<file path="config.mk">
export PLATFORM = sky130hd
export DESIGN_NAME = faa_map
export DESIGN_NICKNAME = d
export VERILOG_FILES = /design/src/design/faa_pkg.sv /design/src/design/faa_map.sv
export SDC_FILE = /design/constraint.sdc
export NUM_CORES = 2
export LEC_CHECK = 0
export BUFFER_PORTS_ARGS = -buffer_cell sky130_fd_sc_hd__buf_4
export CORE_MARGIN = 1.5
export CORE_UTILIZATION = 45
export CTS_CLUSTER_DIAMETER = 40
export DETAILED_ROUTE_END_ITERATION = 8
export PLACE_DENSITY_LB_ADDON = 0.08
export SETUP_SLACK_MARGIN = 0.2
export SLEW_MARGIN = 20
export SYNTH_ARGS = -nofsm -noshare
export SYNTH_HDL_FRONTEND = slang
export SYNTH_SLANG_ARGS = --single-unit
</file>
<file path="constraint.sdc">
create_clock -name clk -period 50.7 [get_ports clk]
set_input_delay 7.605 -clock clk [delete_from_list [all_inputs] [get_ports clk]]
set_output_delay 7.605 -clock clk [all_outputs]
set_load 0.01 [all_outputs]
</file>
<file path="src/design/faa_pkg.sv">
// Shared types, constants and helpers for the first-fit block allocator.
package faa_pkg;

  localparam int BLOCK_BYTES     = 32;
  localparam int MAX_POOL_BLOCKS = 1024;

  localparam int ADDR_W     = 32;
  localparam int SIZE_W     = 32;
  localparam int CFG_W      = 32;
  localparam int CFG_BLK_W  = 11;
  localparam int CFG_IDX_W  = 2;
  localparam int BLOCK_SHIFT = $clog2(BLOCK_BYTES);
  localparam int CNT_W      = $clog2(MAX_POOL_BLOCKS + 1);
  localparam int IDX_W      = (MAX_POOL_BLOCKS > 1) ? $clog2(MAX_POOL_BLOCKS) : 1;
  localparam int MAP_AW     = IDX_W + 1;
  localparam int MAP_DEPTH  = 2 * MAX_POOL_BLOCKS;
  localparam int NEED_W     = SIZE_W + 1 - BLOCK_SHIFT;

  localparam logic [CFG_IDX_W-1:0] REG_NORMAL_BASE   = 2'd0;
  localparam logic [CFG_IDX_W-1:0] REG_NORMAL_BLOCKS = 2'd1;
  localparam logic [CFG_IDX_W-1:0] REG_FAST_BASE     = 2'd2;
  localparam logic [CFG_IDX_W-1:0] REG_FAST_BLOCKS   = 2'd3;

  localparam logic OP_ALLOC = 1'b0;
  localparam logic OP_FREE  = 1'b1;

  typedef enum logic [1:0] {
    ST_OK      = 2'd0,
    ST_NOSPACE = 2'd1,
    ST_OUTSIDE = 2'd2,
    ST_DOUBLE  = 2'd3
  } faa_status_t;

  typedef enum logic [1:0] {
    MAP_FREE  = 2'd0,
    MAP_TAKEN = 2'd1,
    MAP_LAST  = 2'd2
  } map_code_t;

  typedef struct packed {
    logic              op;
    logic [SIZE_W-1:0] size_bytes;
    logic              fast_pool;
    logic [ADDR_W-1:0] address;
  } faa_cmd_t;

  typedef struct packed {
    logic [ADDR_W-1:0]    normal_base;
    logic [CFG_BLK_W-1:0] normal_blocks;
    logic [ADDR_W-1:0]    fast_base;
    logic [CFG_BLK_W-1:0] fast_blocks;
  } faa_cfg_t;

  typedef struct packed {
    logic [ADDR_W-1:0] address_res;
    faa_status_t       status;
  } faa_res_t;

  typedef struct packed {
    logic              we;
    logic [MAP_AW-1:0] waddr;
    map_code_t         wdata;
    logic [MAP_AW-1:0] raddr;
  } faa_map_req_t;

  function automatic logic [CNT_W-1:0] sat_count(input logic [CFG_BLK_W-1:0] v);
    if (int'(v) > MAX_POOL_BLOCKS) begin
      return CNT_W'(MAX_POOL_BLOCKS);
    end
    return CNT_W'(v);
  endfunction

endpackage

</file>
<file path="src/design/faa_map.sv">
// Block state map memory with a clearing sweep after reset.
module faa_map import faa_pkg::*; (
  input  logic         clk,
  input  logic         rst,
  input  faa_map_req_t req,
  output map_code_t    rdata,
  output logic         ready
);

  map_code_t         mem [MAP_DEPTH];
  logic              clr_active;
  logic [MAP_AW-1:0] clr_addr;

  always_ff @(posedge clk) begin
    if (rst) begin
      clr_active <= 1'b1;
      clr_addr   <= '0;
    end else if (clr_active) begin
      clr_addr <= clr_addr + MAP_AW'(1);
      if (clr_addr == MAP_AW'(MAP_DEPTH - 1)) begin
        clr_active <= 1'b0;
      end
    end
  end

  always_ff @(posedge clk) begin
    if (clr_active) begin
      mem[clr_addr] <= MAP_FREE;
    end else if (req.we) begin
      mem[req.waddr] <= req.wdata;
    end
    rdata <= mem[req.raddr];
  end

  assign ready = !clr_active;

endmodule

</file>
; ---- Yosys cells after proc, flatten, opt, wreduce, memory -nomap -nowiden
; Memory sizes are Yosys's and may differ from the RTL's. A register that Yosys moved wholly into a read port is not among the register bits.
; Cells that the tools add are included.
[op_classes]
addsub = 1
eq_ne = 1
n_mux = 10
reduce_logical = 2
[op_table]
columns = cell, n
row1 = adder 11 x 1 -> 11 bit (second input constant), 1
row2 = == test 11 bit (second input constant), 1
row3 = two-way mux 11 bit, 1
row4 = two-way mux 1 bit, 8
row5 = two-way mux 2 bit, 1
row6 = OR reduction 2 bit, 1
row7 = zero test 1 bit, 1
[word_totals]
reg_bits = 12
ram_bits = 4096
in_bits = 27
out_inout_bits = 3
elab_cells = 17
memories = 1
[mem_list]
columns = name, words, width, rd, rd_clocked_by_memory_dff, wr, line
row1 = mem, 2048, 2, 1, 1, 1, faa_map.sv:10  ; map_code_t mem [MAP_DEPTH];

; ---- Depth between registers and ports, before layout
[depth]
depth_word = 5
mapped_depth = 16
depth_no_buf = 9

; ---- Worst setup path after synthesis
; No wires, ideal clock.
[synth_timing]
kind = input port to flip-flop
start = in req[24] (netlist bit)
end = mem mem[0][0] (netlist bit), data pin
setup_ns = 5.530
t_arrival_ns = 33.608
t_required_ns = 45.170
path_slack_ns = 11.562
path_stages = 3
path_cell_list = nor2b_1 > clkbuf_1 > and2_1
[synth_via]
elab_chain_cells = 5
[synth_lines]
columns = item, line
row1 = from (decl), faa_map.sv:5  ; input faa_map_req_t req,
row2 = two-way mux 1 bit, faa_map.sv:29  ; end else if (req.we) begin
row3 = two-way mux 1 bit, faa_map.sv:27  ; if (clr_active) begin
row4 = two-way mux 1 bit (implied by the code), faa_map.sv:30  ; mem[req.waddr] <= req.wdata;
row5 = OR reduction 2 bit (no source line), --
row6 = two-way mux 2 bit (no source line), --
row7 = to (decl), faa_map.sv:10
; No other way between the ends.

==> impl_metrics.yaml <==
finish:
  drive_above_1_share_pct: 18.6
  syn_to_final_growth_pct: 14.8
  layout.nets: 10500
  multi_input_area_sq_mm: 0.0421
  n_fill_cell: 30600
  post-route-util_pct: 51.8
  final_cell_mix: "4096 x edfxtp_1, 2328 x nor2_1, 791 x mux2i_1"
  regArea_sq_mm: 0.123
  final_common_cell: "edfxtp_1"
setup_path:
  cp-end-kind: "flop"
  reg2reg_slack_ps: 45040
  slowest_delay_ps: 1010
  crit_path_frequent_cell: "buf_4"
  cp-start-kind: "input port"
  arrival_ps: 15180
  critical-path-slowest-cell: "nor4_1"
  r2r-start: "clr_active$_SDFF_PP1_"
  r2r-end: "mem[514][0]$_DFFE_PP_"
  reg2reg_depth: 6
  crit_end: "rdata[1]$_DFF_P_"
  crit_fanout: 96
  crit_start: "req[0]"
  crit_chain: "buf_16 > buf_4 > buf_4 > buf_12 > buf_4 > buf_12 > mux2i_1 > o22ai_1 > a211oi_1 > nor3_1 > o21ai_0 > o21ai_0 > a31oi_1 > nor4_1 > a311o_1"
  crit_type: "input port to flop"
  worst-endpoint-required_ps: 51700
global_route:
  grt_usage_pct: 28.5
  grt_pass1_wl_microns: 763000
  grt_overflow_total: 0
  grt_max_degree: 223
  grt_pass1_vias: 100000
  antenna_found_initial: 56
floorplan:
  ios: 30
  core-area_sq_mm: 0.375
  die_y_microns: 617
  start_util_pct: 45.2
  die_w_microns: 617
  row_count: 225
  die_area_sq_mm: 0.380
synthesis:
  syn_nets: 10400
  ys.flop_type: "edfxtp_1"
  async_flop_share_pct: 0
  ys_types: 82
  yosysSeqAreaShare_pct: 72.8
  synth-edff-count: 4096
  syn_inst: 10400
  syn_area_per_cell_sq_um: 16.4
  synthesis.area_sq_mm: 0.169
  ys_warn_count: 0
  synth_seq_cells: 4110
sta:
  finalHoldViolCount: 0
  final-setup-viol-count: 0
  fmax_mhz: 70.5
  post-route-period-util_pct: 28.0
  rsz0062_at_grt: "no"
  period_needed_ps: 14180
  skew_ps: 63.2
  fin_hold_ws_ps: 548
  worst_pin_slew_ps: 1350
  setup_tns_ps: 0
  timing_max_transition_violations_final: 0
  slew_headroom_pct: 9.98
pwr:
  clkPwrFrac_pct: 51.2
  p_leak_nw: 57.1
  switching_power_mw: 1.75
  power_frac_comb_pct: 3.3
  power_density_mw_per_mm2: 41.6
  power_frac_seq_pct: 45.5
  swShare_pct: 21.6
  ir_drop_mv: 0.0315
  p_int_mw: 6.35
clock_network:
  cts_buffer_depth: 4
  worstSkewPairLatency_ps: 1060
  cts_inserted_buffers: 586
  cts_tree: "done"
  root_buffer: "clkbuf_16"
  cts-resized-gates: 0
  clk_pin_slew_worst_paths_ps: 60
  h-tree-depth: 6
  clock-sinks: 4110
  cts_setup_buffers: 0
  hold_buffers: 0
drt:
  firstDrtPassIters: 6
  viasPerCell: 6.22
  post_drt_wl_per_cell_microns: 34.5
  drc: 0
  ant_nets: 0
  vias: 99000
  drt_wl_total_microns: 549000
  drt-initial-drc-count: 13100
worst_hold_path:
  hold_class: "flop to flop"
placed_design:
  gp_congestion: 0.838
  port_buffers: 29
  hpwl_microns: 316000
status:
  status: "finished clean"
flow_run:
  maxCapViolations: 0
[flip-flops by register name (all words and copies together), names as in the netlist]
name and flops:
clr_active 1, clr_addr 11, mem 4096, rdata 2
[area by class of cell]
| type | count | area share [%] |
|---|---|---|
| Inverter | 12 | 0.0296 |
| Antenna cell | 12 | 0.0154 |
| Clock buffer | 668 | 7.91 |
| Multi-Input combinational cell | 5391 | 21.7 |
| Timing Repair Buffer | 326 | 1.40 |
| Sequential cell | 4110 | 63.4 |
| Tap cell | 4994 | 3.21 |
| Clock inverter | 405 | 2.37 |
[logic make-up after synthesis]
| group | synth area share [%] |
|---|---|
| compound gates | 3.44 |
| xor+xnor | 0.0414 |
| fa+ha+maj | 0.00738 |
| buf+inv | 2.82 |
| flops | 72.8 |
| mux | 13.5 |
| simple gates | 7.47 |
[metal layers]
metal	global-route usage [%]	wire, microns	up-vias
li1	-	-	40700
met1	41.0	227000	52400
met2	44.9	255000	5031
met3	4.75	49300	803
met4	8.42	16700	2
met5	0	19	-
[worst min path at each step]
stage / start / end / slack, ps / cells after the start
floorplan: clr_addr[10]$_SDFFE_PP0P_ / clr_addr[10]$_SDFFE_PP0P_ / 480 / 2
global placement: clr_addr[10]$_SDFFE_PP0P_ / clr_addr[10]$_SDFFE_PP0P_ / 520 / 2
detailed placement: clr_addr[6]$_SDFFE_PP0P_ / clr_addr[6]$_SDFFE_PP0P_ / 530 / 2
CTS: clr_addr[6]$_SDFFE_PP0P_ / clr_addr[6]$_SDFFE_PP0P_ / 540 / 2
global route: clr_addr[10]$_SDFFE_PP0P_ / clr_addr[10]$_SDFFE_PP0P_ / 600 / 2
finish: clr_addr[6]$_SDFFE_PP0P_ / clr_addr[6]$_SDFFE_PP0P_ / 550 / 2
[Yosys cell counts, types with 124 or more instances]
cell / instances / area, sq um
a21oi_1: 124 / 621
buf_1: 184 / 691
clkbuf_1: 379 / 1420
edfxtp_1: 4096 / 123000
mux2i_1: 791 / 7920
mux4_2: 615 / 13900
nand2_1: 216 / 811
nor2_1: 2343 / 8790
nor3_1: 193 / 966
nor4_1: 125 / 782
o221ai_1: 213 / 1870
o22ai_1: 159 / 995
[through the flow]
step	instances	power (mW)	instance area, sq um	worst slack (ps)
global placement	14800	4.02	174000	35540
CTS	15900	8.14	194000	36600
floorplan	10400	3.92	169000	11560
global route	15900	8.28	194000	36140
finish	15900	8.10	194000	36530
detailed placement	14800	4.02	174000	35480
[power by group through the flow]
stage	combinational, mW	sequential [mW]	clock [mW]
after CTS	0.269	3.68	4.19
after global placement	0.267	3.75	0
final	0.269	3.68	4.14
after global routing	0.278	3.68	4.32
after floorplan	0.170	3.75	0
after detailed placement	0.269	3.75	0
[worst max-delay path: cells and delay by family]
kind / cells / cell delay (ps)
buf+inv: 6 / 3990
mux: 1 / 160
simple gates: 2 / 1370
compound gates: 6 / 1580
Power figures use the tool's default switching activity.
