--- src/design/faa_pkg.sv ---
// Shared types, constants and helpers for the first-fit block allocator.
package faa_pkg;

  localparam int BLOCK_BYTES     = 32;
  localparam int MAX_POOL_BLOCKS = 1024;

  localparam int ADDR_W     = 32;
  localparam int SIZE_W     = 32;
  localparam int CFG_W      = 32;
  localparam int CFG_BLK_W  = 11;
  localparam int CFG_IDX_W  = 2;
  localparam int BLOCK_SHIFT = $clog2(BLOCK_BYTES);
  localparam int CNT_W      = $clog2(MAX_POOL_BLOCKS + 1);
  localparam int IDX_W      = (MAX_POOL_BLOCKS > 1) ? $clog2(MAX_POOL_BLOCKS) : 1;
  localparam int MAP_AW     = IDX_W + 1;
  localparam int MAP_DEPTH  = 2 * MAX_POOL_BLOCKS;
  localparam int NEED_W     = SIZE_W + 1 - BLOCK_SHIFT;

  localparam logic [CFG_IDX_W-1:0] REG_NORMAL_BASE   = 2'd0;
  localparam logic [CFG_IDX_W-1:0] REG_NORMAL_BLOCKS = 2'd1;
  localparam logic [CFG_IDX_W-1:0] REG_FAST_BASE     = 2'd2;
  localparam logic [CFG_IDX_W-1:0] REG_FAST_BLOCKS   = 2'd3;

  localparam logic OP_ALLOC = 1'b0;
  localparam logic OP_FREE  = 1'b1;

  typedef enum logic [1:0] {
    ST_OK      = 2'd0,
    ST_NOSPACE = 2'd1,
    ST_OUTSIDE = 2'd2,
    ST_DOUBLE  = 2'd3
  } faa_status_t;

  typedef enum logic [1:0] {
    MAP_FREE  = 2'd0,
    MAP_TAKEN = 2'd1,
    MAP_LAST  = 2'd2
  } map_code_t;

  typedef struct packed {
    logic              op;
    logic [SIZE_W-1:0] size_bytes;
    logic              fast_pool;
    logic [ADDR_W-1:0] address;
  } faa_cmd_t;

  typedef struct packed {
    logic [ADDR_W-1:0]    normal_base;
    logic [CFG_BLK_W-1:0] normal_blocks;
    logic [ADDR_W-1:0]    fast_base;
    logic [CFG_BLK_W-1:0] fast_blocks;
  } faa_cfg_t;

  typedef struct packed {
    logic [ADDR_W-1:0] address_res;
    faa_status_t       status;
  } faa_res_t;

  typedef struct packed {
    logic              we;
    logic [MAP_AW-1:0] waddr;
    map_code_t         wdata;
    logic [MAP_AW-1:0] raddr;
  } faa_map_req_t;

  function automatic logic [CNT_W-1:0] sat_count(input logic [CFG_BLK_W-1:0] v);
    if (int'(v) > MAX_POOL_BLOCKS) begin
      return CNT_W'(MAX_POOL_BLOCKS);
    end
    return CNT_W'(v);
  endfunction

endpackage

--- src/design/faa_engine.sv ---
// Sequencer for first-fit scan, run marking and chunk release.
module faa_engine import faa_pkg::*; (
  input  logic         clk,
  input  logic         rst,
  input  logic         start,
  input  faa_cmd_t     cmd,
  input  faa_cfg_t     cfg,
  output faa_map_req_t map_req,
  input  map_code_t    map_rdata,
  output logic         done,
  output faa_res_t     res
);

  typedef enum logic [3:0] {
    S_IDLE, S_NEED, S_FIT, S_MATCH_N, S_MATCH_F, S_SCAN, S_MARK, S_WALK, S_DONE
  } state_t;

  state_t            state;
  logic [SIZE_W-1:0] size_r;
  logic [ADDR_W-1:0] addr_r;
  logic              pool;
  logic [NEED_W-1:0] need;
  logic [CNT_W-1:0]  issue_idx;
  logic              rd_pend;
  logic [IDX_W-1:0]  rd_idx;
  logic [IDX_W-1:0]  run_start;
  logic [CNT_W-1:0]  run_len;
  logic [IDX_W-1:0]  mark_idx;
  logic [IDX_W-1:0]  hit_idx;
  logic [ADDR_W-1:0] res_addr;
  faa_status_t       res_status;

  logic [CNT_W-1:0]  cnt_n, cnt_f, pool_cnt, match_cnt;
  logic [ADDR_W-1:0] pool_base, match_base;
  logic [ADDR_W:0]   diff;
  logic              in_range;
  logic [SIZE_W:0]   size_sum;
  logic [NEED_W-1:0] need_raw;
  logic              issue_go;
  logic              rd_last;
  logic              run_hit;
  logic [IDX_W-1:0]  start_now;

  assign cnt_n      = sat_count(cfg.normal_blocks);
  assign cnt_f      = sat_count(cfg.fast_blocks);
  assign pool_cnt   = pool ? cnt_f : cnt_n;
  assign pool_base  = pool ? cfg.fast_base : cfg.normal_base;
  assign match_cnt  = (state == S_MATCH_F) ? cnt_f : cnt_n;
  assign match_base = (state == S_MATCH_F) ? cfg.fast_base : cfg.normal_base;

  assign diff     = {1'b0, addr_r} - {1'b0, match_base};
  assign in_range = !diff[ADDR_W] &&
                    (diff[ADDR_W-1:0] < (ADDR_W'(match_cnt) << BLOCK_SHIFT));

  assign size_sum = {1'b0, size_r} + (SIZE_W + 1)'(BLOCK_BYTES - 1);
  assign need_raw = size_sum[SIZE_W:BLOCK_SHIFT];

  assign issue_go  = issue_idx < pool_cnt;
  assign rd_last   = (CNT_W'(rd_idx) + CNT_W'(1)) == pool_cnt;
  assign run_hit   = (NEED_W'(run_len) + NEED_W'(1)) >= need;
  assign start_now = (run_len == '0) ? rd_idx : run_start;

  always_comb begin
    map_req.we    = 1'b0;
    map_req.waddr = {pool, mark_idx};
    map_req.wdata = MAP_TAKEN;
    map_req.raddr = {pool, issue_idx[IDX_W-1:0]};
    case (state)
      S_MARK: begin
        map_req.we    = 1'b1;
        map_req.wdata = (mark_idx == hit_idx) ? MAP_LAST : MAP_TAKEN;
      end
      S_WALK: begin
        if (rd_pend && map_rdata != MAP_FREE) begin
          map_req.we    = 1'b1;
          map_req.waddr = {pool, rd_idx};
          map_req.wdata = MAP_FREE;
        end
      end
      default: ;
    endcase
  end

  always_ff @(posedge clk) begin
    if (rst) begin
      state   <= S_IDLE;
      rd_pend <= 1'b0;
    end else begin
      case (state)
        S_IDLE: begin
          if (start) begin
            size_r <= cmd.size_bytes;
            addr_r <= cmd.address;
            pool   <= cmd.fast_pool;
            state  <= (cmd.op == OP_FREE) ? S_MATCH_N : S_NEED;
          end
        end
        S_NEED: begin
          need  <= (need_raw == '0) ? NEED_W'(1) : need_raw;
          state <= S_FIT;
        end
        S_FIT: begin
          issue_idx <= '0;
          rd_pend   <= 1'b0;
          run_len   <= '0;
          if (need > NEED_W'(pool_cnt)) begin
            res_addr   <= '0;
            res_status <= ST_NOSPACE;
            state      <= S_DONE;
          end else begin
            state <= S_SCAN;
          end
        end
        S_MATCH_N, S_MATCH_F: begin
          issue_idx <= CNT_W'(diff[BLOCK_SHIFT+IDX_W-1:BLOCK_SHIFT]);
          rd_pend   <= 1'b0;
          res_addr  <= '0;
          if (in_range) begin
            pool  <= (state == S_MATCH_F);
            state <= S_WALK;
          end else if (state == S_MATCH_N) begin
            state <= S_MATCH_F;
          end else begin
            res_status <= ST_OUTSIDE;
            state      <= S_DONE;
          end
        end
        S_SCAN: begin
          rd_pend <= issue_go;
          rd_idx  <= issue_idx[IDX_W-1:0];
          if (issue_go) begin
            issue_idx <= issue_idx + CNT_W'(1);
          end
          if (rd_pend) begin
            if (map_rdata != MAP_FREE) begin
              run_len <= '0;
              if (rd_last) begin
                res_addr   <= '0;
                res_status <= ST_NOSPACE;
                state      <= S_DONE;
              end
            end else begin
              run_start <= start_now;
              if (run_hit) begin
                mark_idx <= start_now;
                hit_idx  <= rd_idx;
                state    <= S_MARK;
              end else begin
                run_len <= run_len + CNT_W'(1);
                if (rd_last) begin
                  res_addr   <= '0;
                  res_status <= ST_NOSPACE;
                  state      <= S_DONE;
                end
              end
            end
          end
        end
        S_MARK: begin
          if (mark_idx == hit_idx) begin
            res_addr   <= pool_base + (ADDR_W'(run_start) << BLOCK_SHIFT);
            res_status <= ST_OK;
            state      <= S_DONE;
          end else begin
            mark_idx <= mark_idx + IDX_W'(1);
          end
        end
        S_WALK: begin
          rd_pend <= issue_go;
          rd_idx  <= issue_idx[IDX_W-1:0];
          if (issue_go) begin
            issue_idx <= issue_idx + CNT_W'(1);
          end
          if (rd_pend) begin
            if (map_rdata == MAP_FREE) begin
              res_status <= ST_DOUBLE;
              state      <= S_DONE;
            end else if (map_rdata == MAP_LAST || rd_last) begin
              res_status <= ST_OK;
              state      <= S_DONE;
            end
          end
        end
        S_DONE: begin
          state <= S_IDLE;
        end
        default: state <= S_IDLE;
      endcase
    end
  end

  assign done            = (state == S_DONE);
  assign res.address_res = res_addr;
  assign res.status      = res_status;

endmodule

--- config.mk ---
export PLATFORM = sky130hd
export DESIGN_NAME = faa_engine
export DESIGN_NICKNAME = d
export VERILOG_FILES = /design/src/design/faa_pkg.sv /design/src/design/faa_engine.sv
export SDC_FILE = /design/constraint.sdc
export NUM_CORES = 1
export LEC_CHECK = 0
export BUFFER_PORTS_ARGS = -buffer_cell sky130_fd_sc_hd__buf_2
export CORE_ASPECT_RATIO = 0.5
export CORE_UTILIZATION = 55
export DETAILED_ROUTE_END_ITERATION = 12
export PLACE_DENSITY = 0.78
export SLEW_MARGIN = 15
export SYNTH_ARGS = -nofsm -noshare
export SYNTH_HDL_FRONTEND = slang
export SYNTH_SLANG_ARGS = --single-unit
--- constraint.sdc ---
create_clock -name clk -period 10.6 [get_ports clk]
set_input_delay 1.59 -clock clk [delete_from_list [all_inputs] [get_ports clk]]
set_output_delay 1.59 -clock clk [all_outputs]
set_load 0.01 [all_outputs]
; Word-level counts from Yosys, hierarchy flattened
; Cells that the tools add are included.
[classes]
n_addsub = 8
order_cmp = 6
n_eq_ne = 25
muxes = 64
n_bitwise = 2
n_reduce_logical = 31
[op_table]
columns = operator, count
row1 = 32-bit 2-to-1 mux, 8
row2 = 32-bit case mux with 4 select lines, 1
row3 = 11-bit 2-to-1 mux, 11
row4 = 10-bit 2-to-1 mux, 5
row5 = 4-bit 2-to-1 mux, 12
row6 = 32-bit by 5-bit adder with 33-bit output (second input constant), 1
row7 = 11-bit case mux with 3 select lines, 1
row8 = 32-bit by 32-bit subtractor with 33-bit output, 1
row9 = 32-bit by 15-bit adder with 32-bit output, 1
row10 = 32-bit by 16-bit less-than comparator with 1-bit output, 1
row11 = 12-bit by 28-bit >= comparator with 1-bit output, 1
row12 = 28-bit by 11-bit greater-than comparator with 1-bit output, 1
row13 = 28-bit zero test, 1
row14 = 4-bit case mux with 7 select lines, 1
row15 = 2-bit 2-to-1 mux, 13
row16 = 11-bit by 1-bit adder with 11-bit output (second input constant), 2
row17 = 11-bit greater-than comparator (second input constant), 2
row18 = 2-bit != test (second input constant), 11
row19 = 11-bit case mux with 2 select lines, 1
row20 = 10-bit case mux with 2 select lines, 1
row21 = 4-bit by 3-bit == test with 1-bit output (second input constant), 4
row22 = 14-bit 2-to-1 mux, 1
row23 = 11-bit by 1-bit adder with 12-bit output (second input constant), 1
row24 = 4-bit AND reduction, 3
row25 = 33 further kinds, 51
[word_totals]
reg_bits = 194
input_bits = 157
output_inout_bits = 60
elab_cells = 150

; Depth between registers and ports, before layout
[logic_depth]
word_depth = 10
ltp_mapped = 24
depth_no_buf = 20

; Worst setup path before layout
; OpenSTA, ideal clock, no wires.
[synth_timing]
path_kind = input to register
startpoint = in rst
endpoint = reg addr_r[0], enable pin
setup_ns = 0.581
arrival_ns = 6.576
required_ns = 10.019
path_slack_ns = 3.443
stages = 2
path_buffers = 1
path_cell_list = clkbuf_1 > nor3b_1
[synth_via]
elab_chain_cells = 2
[synth_rtl]
columns = element, line_no
row1 = start: declaration, faa_engine.sv:4  ; input logic rst,
row2 = 1-bit NOT (no line), --
row3 = 3-bit AND reduction (no line), --
row4 = end signal: assignment, faa_engine.sv:93  ; addr_r <= cmd.address;
row5 = end: declaration, faa_engine.sv:20  ; logic [ADDR_W-1:0] addr_r;
; Every way passes these cells.
; A chain may end at the register's enable or synchronous reset.

; Final worst setup path
[layout_timing]
startpoint = reg state[2]
endpoint = reg res_status[0], enable pin
[layout_via]
elab_chain_cells = 7
word_cells_on_any_way = 23
cone_classes = add/sub (1) / order compare (1) / eq/ne (14) / mux (2) / reduce/logical (5)
[layout_rtl]
columns = element, line_no
row1 = start: declaration, faa_engine.sv:18  ; state_t state;
row2 = start signal: assignment, faa_engine.sv:95  ; state <= (cmd.op == OP_FREE) ? S_MATCH_N : S_NEED;
row3 = 4-bit by 3-bit == test with 1-bit output, "faa_engine.sv:48, faa_engine.sv:49, faa_engine.sv:89"
row4 = 32-bit 2-to-1 mux, faa_engine.sv:49  ; assign match_base = (state == S_MATCH_F) ? cfg.fast_base : cfg.normal_base;
row5 = 32-bit by 32-bit subtractor with 33-bit output, faa_engine.sv:51  ; assign diff = {1'b0, addr_r} - {1'b0, match_base};
row6 = 32-bit by 16-bit less-than comparator with 1-bit output / 1-bit zero test (equally long branches), "faa_engine.sv:53, faa_engine.sv:52"
row7 = 1-bit logical AND, faa_engine.sv:52  ; assign in_range = !diff[ADDR_W] &&
row8 = 2-bit != test (no line), --
row9 = 10-bit AND reduction (no line) (*), --
row10 = end signal: assignment, faa_engine.sv:108  ; res_status <= ST_NOSPACE;
row11 = end signal: assignment, faa_engine.sv:124  ; res_status <= ST_OUTSIDE;
row12 = end signal: assignment, faa_engine.sv:139  ; res_status <= ST_NOSPACE;
row13 = end: declaration, faa_engine.sv:31  ; faa_status_t res_status;
; Every way passes the cells marked *; elsewhere a longest branch is shown, timed or not.

==> run_results.csv <==
group,metric,value,unit
sta,hold_viol,0,
critical_path,cp_slowest_cell,"sky130_fd_sc_hd__dfxtp_1",
drt,violation_count_after_the_first_detailed_route_iteration,963,
cts,clk_path_buf_depth,2,
power_and_ir_drop,power_leakage,5.801,nW
cells_and_area,regArea,5776,um^2
yosys,postSynthNetCount,1534,
yosys,post-synth-top-area-cell,"sky130_fd_sc_hd__edfxtp_1",
power_and_ir_drop,total_power,0.002501,W
critical_path,endpoint_kind,"register",
grt,number_of_global_route_vias_before_repair,10700,
place,globalplace.congestion,0.9878,
cells_and_area,antennaDiodeCount,0,
sta,worst_clock_skew,0.01517,ns
floorplanning,floorplan.die.width,221.3,um
drt,routedWlPerCell,20.38,um
cts,cts_htree_levels,4,
place,place.port_buffers,216,
cts,tritoncts,"yes",
critical_path,crit_path_start_kind,"register",
cells_and_area,drive_gt1_frac,0.2075,
sta,period_minus_slack,6.436,ns
grt,track_usage,0.3006,
drt,totalWireLength,36610,um
yosys,ys_ff_latch,194,
yosys,mappedNetlistArea,13220,um^2
grt,antenna_found_initial,1,
drt,detailroute.via_count,11110,
floorplanning,dieArea,24700,um^2
cells_and_area,multi_input_comb_area,7091,um^2
yosys,synthesis.yosys.warnings,0,
sta,number_of_pins_exceeding_their_max_slew_limit_in_the_final_report,0,
sta,clock.fmax,155.4,MHz
cts,cts_hold_buffers,0,
critical_path,cpPeakStageDelay,0.69,ns
critical_path,arrival,6.67,ns
cts,cts.sinks,194,
drt,drt_first_pass_iters,6,
power_and_ir_drop,power-per-cell-area,165.2,nW/um^2
cells_and_area,layoutNonFillerInstCount,1796,
min_path,holdCritPathClass,"reg2reg",
critical_path,worst-setup-path-type,"reg2reg",
yosys,synth_top_area_frac,0.4292,
yosys,async_flop_share,0,
cells_and_area,synthToLayoutAreaGrowth,14.49,%
critical_path,cp.required,10.83,ns
run,cap_viol_max_count,0,
cts,post-cts-setup-buffers,0,
cells_and_area,finish.net_count,1724,
floorplanning,top_level_ports,217,
yosys,synth.top_cells.by_area,"sky130_fd_sc_hd__edfxtp_1 43%, sky130_fd_sc_hd__ha_1 8.4%, sky130_fd_sc_hd__mux2i_1 4.0%",
grt,grt_start_max_net_pins,59,
sta,sum_of_negative_setup_slack,0,ns
cts,post_cts.resized_instances,0,
place,detailed_place_hpwl,28560,um
place,pre_cts_worst_setup_slack,4.348,ns
yosys,synth-edff-count,189,
critical_path,path_max_fanout,49,
yosys,synth_flop_cell,"sky130_fd_sc_hd__edfxtp_1",
sta,grt_setup_unrepaired,"no",
grt,grt_remaining_overflow,0,
floorplanning,initial_utilization,0.5705,
place,placed_cells_incl_taps,1765,
cts,clock_pin_slew_on_the_worst_setup_and_hold_paths,0.08,ns
yosys,yosys.cell_types.count,72,
yosys,yosysMostFrequentCell,"sky130_fd_sc_hd__edfxtp_1",
grt,first_pass_grt_wire_length,57640,um
yosys,synth_cells,1287,
sta,timing.max_slew.rel_slack,0.2685,
drt,ant_nets,0,
drt,remaining_drc_errors,0,
cts,cts_buffers,17,
status,status,"completed",
cells_and_area,num-fill-cells,1833,
floorplanning,die_y,111.6,um
cells_and_area,post-route-util,0.6531,
cts,worst_skew_pair.late_latency,0.47,ns
floorplanning,core,23180,um^2
critical_path,timing.critical_path.max_delay_family,"simple AND/OR/NAND/NOR gates",
yosys,synth.yosys.seq_area_share,0.4368,
sta,timing.final.setup_violations,0,
drt,route.detailed.vias_per_inst,6.186,
yosys,post_synth_most_frequent_cells,"189 x sky130_fd_sc_hd__edfxtp_1, 107 x sky130_fd_sc_hd__nor2_1, 89 x sky130_fd_sc_hd__ha_1, 89 x sky130_fd_sc_hd__nand2_1, 76 x sky130_fd_sc_hd__a21oi_1",
sta,post-route-worst-setup-slack,4.164,ns
critical_path,path_common_cell,"sky130_fd_sc_hd__nor2_1",
yosys,post_synth.cell_area_avg,10.27,um^2
sta,finalCritPeriodShare,0.6072,
floorplanning,placement_rows,39,
sta,tightestPinTransition,1.094,ns
critical_path,critical_path_cell_by_cell,"nor4b_4 > buf_4 > mux2i_1 > ha_1 > and2_4 > a221o_1 > a2111o_1 > nor2_1 > nor2_1 > nor2_1 > xnor2_1 > ha_1 > a222oi_1 > nand4b_1 > nor4_1 > nand4_1 > a2111oi_2 > nand4_1 > nor4_4 > nor3_1 > and2_1",
cts,cts-root-buf,"sky130_fd_sc_hd__clkbuf_16",
critical_path,cp_num_buf_inv,1,
power_and_ir_drop,irDropWorstVdd,116.3,uV
path summary, 6_finish.rpt:
check                    startpoint                 endpoint  slack, ns  cells past startpoint
max           state[2]$_SDFFE_PP0P_  res_status[0]$_DFFE_PP_       4.16                     21
min          issue_idx[6]$_DFFE_PP_      rd_idx[6]$_DFFE_PP_       0.60                      0
min reg2reg  issue_idx[6]$_DFFE_PP_      rd_idx[6]$_DFFE_PP_       0.60                      0
max reg2reg   state[2]$_SDFFE_PP0P_  res_status[0]$_DFFE_PP_       4.16                     21
area by class of cell:
type / count / area share
Sequential cell: 194 / 0.3815
Tap cell: 307 / 0.02537
Multi-Input combinational cell: 999 / 0.4684
Clock inverter: 14 / 0.01108
Timing Repair Buffer: 224 / 0.07538
Inverter: 41 / 0.01017
Clock buffer: 17 / 0.02810
registers in the layout (all words and copies together) (netlist names), 11 cells and up:
signal and cells:
res_addr 32, size_r 32, issue_idx 11, need 28, run_len 11, addr_r 32
cell usage in the layout (no fill, tap or decap), types with 8 or more instances in the layout:
master,netlist,layout
sky130_fd_sc_hd__or3_1,10,10
sky130_fd_sc_hd__and2_1,10,10
sky130_fd_sc_hd__xnor2_1,59,59
sky130_fd_sc_hd__inv_1,41,41
sky130_fd_sc_hd__o21ai_0,60,60
sky130_fd_sc_hd__a21o_1,17,17
sky130_fd_sc_hd__a21oi_1,76,76
sky130_fd_sc_hd__and3_1,22,22
sky130_fd_sc_hd__ha_1,89,89
sky130_fd_sc_hd__nand3_1,42,42
sky130_fd_sc_hd__nand2_1,89,89
sky130_fd_sc_hd__mux2i_1,53,53
sky130_fd_sc_hd__xor2_1,47,47
sky130_fd_sc_hd__nor3b_1,9,8
sky130_fd_sc_hd__o21a_1,22,22
sky130_fd_sc_hd__buf_4,12,8
sky130_fd_sc_hd__nor2b_1,20,20
sky130_fd_sc_hd__nor2_1,107,107
sky130_fd_sc_hd__nor4_1,28,26
sky130_fd_sc_hd__nor3_1,32,31
sky130_fd_sc_hd__clkbuf_16,0,17
sky130_fd_sc_hd__a31oi_1,10,10
sky130_fd_sc_hd__nand4_1,26,26
sky130_fd_sc_hd__edfxtp_1,189,189
sky130_fd_sc_hd__buf_2,2,216
sky130_fd_sc_hd__mux2_2,33,33
sky130_fd_sc_hd__a211oi_1,12,12
logic make-up after synthesis:
| kind of cell | Yosys count | share of synthesized area |
|---|---|---|
| compound gates | 279 | 0.1381 |
| xor+xnor | 106 | 0.07021 |
| fa+ha+maj | 90 | 0.08573 |
| buf+inv | 94 | 0.03028 |
| flops | 194 | 0.4368 |
| mux | 86 | 0.06823 |
| simple gates | 438 | 0.1707 |
layer usage:
metal / global-route usage / part of all wire
met2: 0.5001 / 0.47
met1: 0.3954 / 0.43
met5: 0 / 0
met3: 0.05595 / 0.067
met4: 0.1068 / 0.026
power breakdown:
group	total, W	leakage (nW)	internal, W	switching, W
clock network	0.000661	0.291	0.000335	0.000326
logic	0.000809	3.73	0.000309	0.000500
registers	0.00103	1.78	0.000956	0.0000748
metrics by stage:
step | instance area [um^2] | hold WS (ns)
global route | 15140 | 0.6138
floorplan | 13220 | 0.4905
CTS | 15130 | 0.5938
global placement | 14540 | 0.5620
finish | 15140 | 0.5976
detailed placement | 14540 | 0.5793
Note: power is estimated with default switching activity, not from simulation.
